### src/hw/rtl/assert_macros.svh
// Assertion macros shared by the RTL of the substring search block.
`ifndef ASSERT_MACROS_SVH
`define ASSERT_MACROS_SVH

`ifndef SYNTHESIS

// Property must hold at every clock edge outside reset.
`define SSF_ASSERT(label, clk, rst_n, prop) \
    label: assert property (@(posedge clk) disable iff (!rst_n) (prop)) \
        else $error("assertion failed");

// Expression must never be true outside reset.
`define SSF_NEVER(label, clk, rst_n, expr) \
    label: assert property (@(posedge clk) disable iff (!rst_n) !(expr)) \
        else $error("forbidden condition seen");

`else

`define SSF_ASSERT(label, clk, rst_n, prop)
`define SSF_NEVER(label, clk, rst_n, expr)

`endif

`endif

### src/hw/rtl/ssf_pkg.sv
// Package for the substring search block: register codes, widths, case folding.
`default_nettype none

package ssf_pkg;

    // Fixed field widths
    localparam int POS_OUT_W     = 24;
    localparam int PATTERN_BYTES = 32;
    localparam int CFG_DATA_W    = 64;
    localparam int CFG_ADDR_W    = 6;
    localparam int CFG_LEN_W     = 6;
    localparam int WORD_BYTES    = 8;

    // Register index, taken from paddr[5:3]
    typedef logic [2:0] t_reg_idx;

    localparam t_reg_idx REG_PATTERN_LENGTH = 3'd0;
    localparam t_reg_idx REG_CASE_SENSITIVE = 3'd1;
    localparam t_reg_idx REG_PATTERN_WORD_0 = 3'd2;
    localparam t_reg_idx REG_PATTERN_WORD_1 = 3'd3;
    localparam t_reg_idx REG_PATTERN_WORD_2 = 3'd4;
    localparam t_reg_idx REG_PATTERN_WORD_3 = 3'd5;

    // ASCII constants for folding
    localparam logic [7:0] CHAR_LOWER_A = 8'h61;
    localparam logic [7:0] CHAR_LOWER_Z = 8'h7A;
    localparam logic [7:0] CHAR_UPPER_A = 8'h41;

    // Fold a-z to upper case when folding is on
    function automatic logic [7:0] fold_byte(input logic [7:0] c, input logic fold_on);
        logic [7:0] res;
        res = c;
        if (fold_on && c >= CHAR_LOWER_A && c <= CHAR_LOWER_Z) begin
            res = c - (CHAR_LOWER_A - CHAR_UPPER_A);
        end
        return res;
    endfunction

endpackage

`default_nettype wire

### src/hw/rtl/ssf_if.sv
// Channel interfaces of the substring search block: text requests and results.
`default_nettype none

interface ssf_text_if;
    logic       valid;
    logic       ready;
    logic [7:0] text_byte;
    logic       byte_present;
    logic       end_of_text;

    modport source (output valid, output text_byte, output byte_present,
                    output end_of_text, input ready);
    modport sink   (input valid, input text_byte, input byte_present,
                    input end_of_text, output ready);
endinterface

interface ssf_result_if;
    logic                          valid;
    logic                          ready;
    logic                          found;
    logic [ssf_pkg::POS_OUT_W-1:0] match_position;

    modport source (output valid, output found, output match_position, input ready);
    modport sink   (input valid, input found, input match_position, output ready);
endinterface

`default_nettype wire

### src/hw/rtl/substring_search_case_fold_top.sv
// Top level of the streaming first-match substring search with case folding.
//
//   channel    dir  handshake         payload
//   i_text     in   valid/ready       text_byte, byte_present, end_of_text
//   o_result   out  valid/ready       found, match_position
//   APB cfg    in   psel/penable      paddr, pwdata (64 bit), prdata
//
// One text request is taken every cycle; the window compare is a single
// registered pass between the input register and the result register.
// A result is registered in the result register when its end-of-text item leaves the input register.
// Reset is synchronous, active low; no clearing pass is needed.
// Only an end-of-text request waiting on a full result register stalls input.
`default_nettype none
`include "assert_macros.svh"

module substring_search_case_fold_top #(
    parameter int MAX_PATTERN   = 32,
    parameter int POSITION_BITS = 24
) (
    input  logic                             i_clk,
    input  logic                             i_rst_n,
    ssf_text_if.sink                         i_text,
    ssf_result_if.source                     o_result,
    input  logic                             psel,
    input  logic                             penable,
    input  logic                             pwrite,
    input  logic [ssf_pkg::CFG_ADDR_W-1:0]   paddr,
    input  logic [ssf_pkg::CFG_DATA_W-1:0]   pwdata,
    output logic [ssf_pkg::CFG_DATA_W-1:0]   prdata,
    output logic                             pready
);

    localparam int LEN_W    = $clog2(MAX_PATTERN + 1);
    localparam int WIN_BITS = 8 * MAX_PATTERN;
    localparam logic [LEN_W-1:0]         MAX_LEN = LEN_W'(MAX_PATTERN);
    localparam logic [POSITION_BITS-1:0] POS_MAX = '1;

    // ---------------- configuration registers ----------------
    logic [ssf_pkg::CFG_LEN_W-1:0]  r_pat_len;
    logic                           r_case_sens;
    logic [ssf_pkg::CFG_DATA_W-1:0] r_pat_word [4];

    ssf_pkg::t_reg_idx cfg_idx;
    logic              cfg_wr;

    assign pready  = 1'b1;
    assign cfg_idx = paddr[5:3];
    assign cfg_wr  = psel & penable & pwrite;

    // Register writes
    always_ff @(posedge i_clk) begin
        if (!i_rst_n) begin
            r_pat_len   <= '0;
            r_case_sens <= 1'b1;
            for (int w = 0; w < 4; w++) begin
                r_pat_word[w] <= '0;
            end
        end else if (cfg_wr) begin
            unique case (cfg_idx)
                ssf_pkg::REG_PATTERN_LENGTH: r_pat_len   <= pwdata[ssf_pkg::CFG_LEN_W-1:0];
                ssf_pkg::REG_CASE_SENSITIVE: r_case_sens <= pwdata[0];
                ssf_pkg::REG_PATTERN_WORD_0: r_pat_word[0] <= pwdata;
                ssf_pkg::REG_PATTERN_WORD_1: r_pat_word[1] <= pwdata;
                ssf_pkg::REG_PATTERN_WORD_2: r_pat_word[2] <= pwdata;
                ssf_pkg::REG_PATTERN_WORD_3: r_pat_word[3] <= pwdata;
                default: ;
            endcase
        end
    end

    // Register reads
    always_comb begin
        unique case (cfg_idx)
            ssf_pkg::REG_PATTERN_LENGTH: prdata = ssf_pkg::CFG_DATA_W'(r_pat_len);
            ssf_pkg::REG_CASE_SENSITIVE: prdata = ssf_pkg::CFG_DATA_W'(r_case_sens);
            ssf_pkg::REG_PATTERN_WORD_0: prdata = r_pat_word[0];
            ssf_pkg::REG_PATTERN_WORD_1: prdata = r_pat_word[1];
            ssf_pkg::REG_PATTERN_WORD_2: prdata = r_pat_word[2];
            ssf_pkg::REG_PATTERN_WORD_3: prdata = r_pat_word[3];
            default:                     prdata = '0;
        endcase
    end

    // ---------------- effective length and aligned pattern ----------------
    logic [LEN_W-1:0]    len_u;
    logic [LEN_W-1:0]    sh_amt;
    logic [7:0]          pat_b [MAX_PATTERN];
    logic [WIN_BITS-1:0] pat_rev;
    logic [WIN_BITS-1:0] pat_aln;
    logic                fold_on;

    assign fold_on = ~r_case_sens;

    // Lengths above the window size clamp to the window size
    always_comb begin
        if ({1'b0, r_pat_len} > 7'(MAX_PATTERN)) begin
            len_u = MAX_LEN;
        end else begin
            len_u = LEN_W'(r_pat_len);
        end
    end

    // Pattern bytes past the four words read as zero
    for (genvar k = 0; k < MAX_PATTERN; k++) begin : g_pat
        if (k < ssf_pkg::PATTERN_BYTES) begin : g_real
            assign pat_b[k] = r_pat_word[k / ssf_pkg::WORD_BYTES]
                                        [8 * (k % ssf_pkg::WORD_BYTES) +: 8];
        end else begin : g_zero
            assign pat_b[k] = 8'h00;
        end
        assign pat_rev[8 * k +: 8] = pat_b[MAX_PATTERN - 1 - k];
    end

    // Window entry j (newest at 0) lines up with pattern byte len-1-j
    assign sh_amt  = MAX_LEN - len_u;
    assign pat_aln = pat_rev >> {sh_amt, 3'b000};

    // ---------------- input register ----------------
    logic       r_in_vld;
    logic [7:0] r_in_byte;
    logic       r_in_present;
    logic       r_in_eot;
    logic       s_go;
    logic       in_acc;

    // An item moves on unless it is an end item facing a full result register
    assign s_go         = r_in_vld & (~r_in_eot | ~o_result.valid | o_result.ready);
    assign i_text.ready = ~r_in_vld | s_go;
    assign in_acc       = i_text.valid & i_text.ready;

    always_ff @(posedge i_clk) begin
        if (!i_rst_n) begin
            r_in_vld <= 1'b0;
        end else begin
            r_in_vld <= in_acc | (r_in_vld & ~s_go);
        end
    end

    always_ff @(posedge i_clk) begin
        if (in_acc) begin
            r_in_byte    <= i_text.text_byte;
            r_in_present <= i_text.byte_present;
            r_in_eot     <= i_text.end_of_text;
        end
    end

    // ---------------- window and per-text state ----------------
    logic [7:0]               r_win [MAX_PATTERN];
    logic [7:0]               n_win [MAX_PATTERN];
    logic [POSITION_BITS-1:0] r_seen;
    logic [POSITION_BITS-1:0] n_seen;
    logic [POSITION_BITS-1:0] seen_inc;
    logic                     r_latched;
    logic                     n_latched;
    logic [POSITION_BITS-1:0] r_start;
    logic [POSITION_BITS-1:0] n_start;
    logic [POSITION_BITS-1:0] len_pos;
    logic [MAX_PATTERN-1:0]   ok;
    logic                     hit;
    logic                     len_zero;

    // Shifted window with the new byte in front
    assign n_win[0] = r_in_byte;
    for (genvar j = 1; j < MAX_PATTERN; j++) begin : g_shift
        assign n_win[j] = r_win[j - 1];
    end

    // Per-entry compare; entries beyond the pattern length always agree
    for (genvar j = 0; j < MAX_PATTERN; j++) begin : g_cmp
        assign ok[j] = (LEN_W'(j) >= len_u) ||
                       (ssf_pkg::fold_byte(n_win[j], fold_on) ==
                        ssf_pkg::fold_byte(pat_aln[8 * j +: 8], fold_on));
    end

    assign len_zero = (len_u == '0);
    assign len_pos  = POSITION_BITS'(len_u);
    assign seen_inc = (r_seen == POS_MAX) ? r_seen : r_seen + 1'b1;
    assign hit      = r_in_present & ~r_latched & ~len_zero &
                      (seen_inc >= len_pos) & (&ok);

    assign n_seen    = r_in_present ? seen_inc : r_seen;
    assign n_latched = r_latched | hit;
    assign n_start   = hit ? seen_inc - len_pos : r_start;

    always_ff @(posedge i_clk) begin
        if (s_go && r_in_present) begin
            r_win <= n_win;
        end
    end

    // Counter and match latch clear after each end item
    always_ff @(posedge i_clk) begin
        if (!i_rst_n) begin
            r_seen    <= '0;
            r_latched <= 1'b0;
            r_start   <= '0;
        end else if (s_go) begin
            if (r_in_eot) begin
                r_seen    <= '0;
                r_latched <= 1'b0;
                r_start   <= '0;
            end else begin
                r_seen    <= n_seen;
                r_latched <= n_latched;
                r_start   <= n_start;
            end
        end
    end

    // ---------------- result register ----------------
    logic                          r_out_vld;
    logic                          r_out_found;
    logic [ssf_pkg::POS_OUT_W-1:0] r_out_pos;

    always_ff @(posedge i_clk) begin
        if (!i_rst_n) begin
            r_out_vld <= 1'b0;
        end else if (s_go && r_in_eot) begin
            r_out_vld <= 1'b1;
        end else if (o_result.ready) begin
            r_out_vld <= 1'b0;
        end
    end

    always_ff @(posedge i_clk) begin
        if (s_go && r_in_eot) begin
            r_out_found <= len_zero | n_latched;
            if (len_zero || !n_latched) begin
                r_out_pos <= '0;
            end else begin
                r_out_pos <= ssf_pkg::POS_OUT_W'(n_start);
            end
        end
    end

    assign o_result.valid          = r_out_vld;
    assign o_result.found          = r_out_found;
    assign o_result.match_position = r_out_pos;

    // ---------------- assertions ----------------
    `SSF_ASSERT(a_stall_only_full, i_clk, i_rst_n, !i_text.ready |-> (r_in_vld && r_in_eot && o_result.valid))
    `SSF_ASSERT(a_start_in_text, i_clk, i_rst_n, r_latched |-> (r_start <= r_seen))
    `SSF_ASSERT(a_clear_after_end, i_clk, i_rst_n, (s_go && r_in_eot) |=> (r_seen == '0 && !r_latched))
    `SSF_NEVER(a_pos_without_found, i_clk, i_rst_n, o_result.valid && !o_result.found && (o_result.match_position != '0))

endmodule

`default_nettype wire

### src/flat_wrapper.sv
// flat-port wrapper written by rule: the top's interface ports become plain ports
module substring_search_case_fold_top_flat 
#(
    parameter int MAX_PATTERN   = 32,
    parameter int POSITION_BITS = 24
)
  (i_clk, i_rst_n, psel, penable, pwrite, paddr, pwdata, prdata, pready, i_text_valid, i_text_text_byte, i_text_byte_present, i_text_end_of_text, i_text_ready, o_result_valid, o_result_found, o_result_match_position, o_result_ready);
  ssf_text_if i_text_i ();
  ssf_result_if o_result_i ();
  input  logic i_clk;
  input  logic i_rst_n;
  input  logic psel;
  input  logic penable;
  input  logic pwrite;
  input  logic [ssf_pkg::CFG_ADDR_W-1:0] paddr;
  input  logic [ssf_pkg::CFG_DATA_W-1:0] pwdata;
  output logic [ssf_pkg::CFG_DATA_W-1:0] prdata;
  output logic pready;
  input wire logic [$bits(i_text_i.valid)-1:0] i_text_valid;
  input wire logic [$bits(i_text_i.text_byte)-1:0] i_text_text_byte;
  input wire logic [$bits(i_text_i.byte_present)-1:0] i_text_byte_present;
  input wire logic [$bits(i_text_i.end_of_text)-1:0] i_text_end_of_text;
  output wire logic [$bits(i_text_i.ready)-1:0] i_text_ready;
  output wire logic [$bits(o_result_i.valid)-1:0] o_result_valid;
  output wire logic [$bits(o_result_i.found)-1:0] o_result_found;
  output wire logic [$bits(o_result_i.match_position)-1:0] o_result_match_position;
  input wire logic [$bits(o_result_i.ready)-1:0] o_result_ready;
  assign i_text_i.valid = i_text_valid;
  assign i_text_i.text_byte = i_text_text_byte;
  assign i_text_i.byte_present = i_text_byte_present;
  assign i_text_i.end_of_text = i_text_end_of_text;
  assign i_text_ready = i_text_i.ready;
  assign o_result_valid = o_result_i.valid;
  assign o_result_found = o_result_i.found;
  assign o_result_match_position = o_result_i.match_position;
  assign o_result_i.ready = o_result_ready;
  substring_search_case_fold_top #(.MAX_PATTERN(MAX_PATTERN), .POSITION_BITS(POSITION_BITS)) u_core (.i_clk(i_clk), .i_rst_n(i_rst_n), .i_text(i_text_i), .o_result(o_result_i), .psel(psel), .penable(penable), .pwrite(pwrite), .paddr(paddr), .pwdata(pwdata), .prdata(prdata), .pready(pready));
endmodule
### config.mk
export PLATFORM = sky130hd
export DESIGN_NAME = substring_search_case_fold_top_flat
export DESIGN_NICKNAME = d
export VERILOG_FILES = /design/src/hw/rtl/ssf_pkg.sv /design/src/hw/rtl/ssf_if.sv /design/src/hw/rtl/substring_search_case_fold_top.sv /design/src/flat_wrapper.sv
export VERILOG_INCLUDE_DIRS = /design/src /design/src/hw/rtl
export SDC_FILE = /design/constraint.sdc
export NUM_CORES = 2
export LEC_CHECK = 0
export ABC_AREA = 1
export BUFFER_PORTS_ARGS = -buffer_cell sky130_fd_sc_hd__buf_2
export CAP_MARGIN = 20
export CORE_ASPECT_RATIO = 1.2
export CORE_MARGIN = 4
export CORE_UTILIZATION = 45
export DETAILED_ROUTE_END_ITERATION = 6
export PLACE_DENSITY = 0.62
export SETUP_SLACK_MARGIN = 0.1
export SLEW_MARGIN = 20
export SYNTH_ARGS = -nofsm -noshare
export SYNTH_HDL_FRONTEND = slang
export SYNTH_SLANG_ARGS = --single-unit
### constraint.sdc
create_clock -name i_clk -period 17.2 [get_ports i_clk]
set_input_delay 1.72 -clock i_clk [delete_from_list [all_inputs] [get_ports i_clk]]
set_output_delay 1.72 -clock i_clk [all_outputs]
set_load 0.005 [all_outputs]
==> flow_summary.toml <==
[logic_synthesis]
synth_cells = 7294
synth_warnings = 0
yosys_register_bits = 597
ys.flop_type = "edfxtp_1"
synth_area_leaders = "edfxtp_1, nand2_1, nand3_1"
yosysTopAreaCell = "edfxtp_1"
synth_edf_count = 539
yosysTopAreaCellShare_pct = 33.7
ys_seq_area_share_pct = 36.1
async_reset_ff_share_pct = 0
synth_nets = 7456
synth_cell_type_count = 59
avgSynthCellArea_sq_um = 6.59
syn_area_sq_mm = 0.0481

[cells_and_area]
fillers = 11100
multiInputGateArea_sq_mm = 0.0259
post_route_cells_drive_above_1_share_pct = 6.04
final_common_cell = "nand2_1"
fin_nets = 7397
area_delta_synth_final_pct = 7.71
final_cell_mix = "nand2_1, inv_1, nand3_1, nor2_1, edfxtp_1"
regArea_sq_mm = 0.0173
fin_area_sq_mm = 0.0518
fin_cells = 8683

[sta]
final-hold-violation-count = 0
slew_viol_final = 0
worst_pin_slew_ns = 1.19
period_needed_ns = 9.33
finalSetupViolCount = 0
tns_ns = 0
fin_crit_sh_pct = 54.2
relSlewSlack_pct = 20.2
final.setup.worst_slack_ns = 7.87
fmax_ghz = 0.107
skew_ns = 0.0315
grt_setup_unrepaired = "false"
timing.hold.ws_ns = 0.453

[floorplanning]
pin_count = 179
die-height_um = 366
fp.dieArea_sq_mm = 0.112
core_sq_mm = 0.106
start_util_pct = 45.2
row_count = 131
die_w_um = 306

[clock_tree]
cts_resized = 0
clk_pin_slew_ns = 0.06
hold_buffers = 0
ctsHtreeMaxLevel = 3
insertion_delay_ns = 0.68
post_cts_buffers = 0
clock_path_buffers = 3
clockRootBuffer = "clkbuf_16"
cts-buffers-inserted = 70
cts_tree = "yes"
cts.sinks = 597

[routing]
post_drt_wl_per_cell_um = 25.1
drc = 7
drtIter0Drc = 6914
viasPerCell = 5.82
routed_wirelength_um = 218000
firstDrtPassIters = 7
vias = 50600
detail-route-antenna-nets = 0

[worst_setup_path]
crit_top_cell = "nand2_1"
crit_path_max_fanout = 121
cp_slowest_stage_delay_ns = 0.95
crit_path_top_delay_cell = "dfxtp_1"
cp.arrival_ns = 9.82
reg2reg_slack_ns = 7.87
start_kind = "register"
path_buf_inv = 6
critical-path-top-delay-family = "simple AND/OR/NAND/NOR gates"
end_kind = "register"
path_class = "register to register"
required_ns = 17.69

[placement]
io_buffers = 174
place_congestion = 1.12
dp.cells = 8559
postPlaceCellArea_sq_mm = 0.0495
dp_hpwl_um = 168000
place_ws_ns = 8.20

[global_routing]
grt_use_met3_pct = 7.32
met1_usage_pct = 49.7
grt_max_degree = 211
grt_use_met2_pct = 54.4
grt_first_pass_wirelength_um = 311000
antenna_found_initial = 6
grt_overflow = 0
grt_pass1_vias = 44900
grt_use_total_pct = 37.6
grt_busiest_layer = "met2"

[power_and_ir_drop]
p_sw_mw = 1.34
power_frac_clock_pct = 37.4
p_seq_share_pct = 42.0
power_density_mw_per_mm2 = 77.6
p_sw_share_pct = 33.3
p_leak_nw = 23.9
comb_power_share_pct = 20.7
ir_drop_v = 0.000100
p_int_mw = 2.68

[job]
max-cap-violations = 0

[outcome]
status = "finished, violations left"
violations = "design-rule violations"

[hold_path]
hold_class = "register to register"
[metrics by stage]
step                util [%]  total power, mW
floorplan                  -             2.18
global placement        46.6             2.50
detailed placement      46.6             2.51
CTS                     48.7             4.00
global route            48.7             4.15
finish                  48.7             4.02
[synth_stat cells (116+ instances only)]
cell and number:
a21oi_1 145, buf_2 159, clkbuf_1 127, edfxtp_1 539, inv_1 800, nand2_1 2612
nand3_1 753, nand4_1 140, nor2_1 670, o21ai_0 352, o21ai_1 153, xor2_1 116
[layout make-up]
cell class | instances | area share [%]
well taps | 1396 | 3.37
clock buffers | 90 | 3.71
diodes | 2 | 0.00967
flip-flops and latches | 597 | 33.5
inverters | 848 | 6.17
repair buffers | 226 | 2.53
multi-input cells | 5492 | 50.1
clock inverters | 32 | 0.573
[cells by family (layout without fill, tap and decap cells)]
group                    count (synthesis)  in the layout  synth area share [%]
AND/OR/NAND/NOR                       4379           4379                  38.2
buffers and inverters                 1205           1196                  10.3
AO/OA/AOI/OAI                          866            866                  10.3
flip-flops                             597            597                  36.1
XOR/XNOR                               161            161                  2.93
adder cells (fa/ha/maj)                 75             75                  1.97
multiplexers                            10             10                 0.208
other                                    1              3               0.00780
[registers in the layout (all words and copies together), names as in the netlist]
register / cells
u_core.o_result.found: 1
u_core.r_pat_len: 6
u_core.r_case_sens: 1
u_core.r_in_byte: 8
u_core.r_in_vld: 1
u_core.n_win: 248
u_core.r_pat_word: 256
u_core.o_result.valid: 1
u_core.r_in_present: 1
u_core.r_in_eot: 1
u_core.r_start: 24
u_core.r_latched: 1
u_core.r_seen: 24
u_core.o_result.match_position: 24
[path summary, 6_finish.rpt]
check | start | endpoint | cells past startpoint
setup / recovery | u_core.r_pat_len[2] | u_core.o_result.match_position[20] | 33
hold / removal | u_core.n_win[33] | u_core.n_win[25] | 0
setup reg to reg | u_core.r_pat_len[2] | u_core.o_result.match_position[20] | 33
hold reg to reg | u_core.n_win[33] | u_core.n_win[25] | 0
[power by group through the flow]
stage | registers [mW] | clock network [mW] | logic, mW
after global routing | 1.69 | 1.58 | 0.881
after detailed placement | 1.71 | 0 | 0.794
after global placement | 1.71 | 0 | 0.790
after CTS | 1.68 | 1.52 | 0.797
after floorplan | 1.70 | 0 | 0.475
final | 1.69 | 1.50 | 0.830
[metal layers]
layer | part of all wire, % | up-vias
met5 | 0.018 | -
met4 | 9.1 | 6
met3 | 10 | 509
met2 | 41 | 2813
met1 | 39 | 23500
li1 | - | 23700
(Power assumes the default switching activity.)
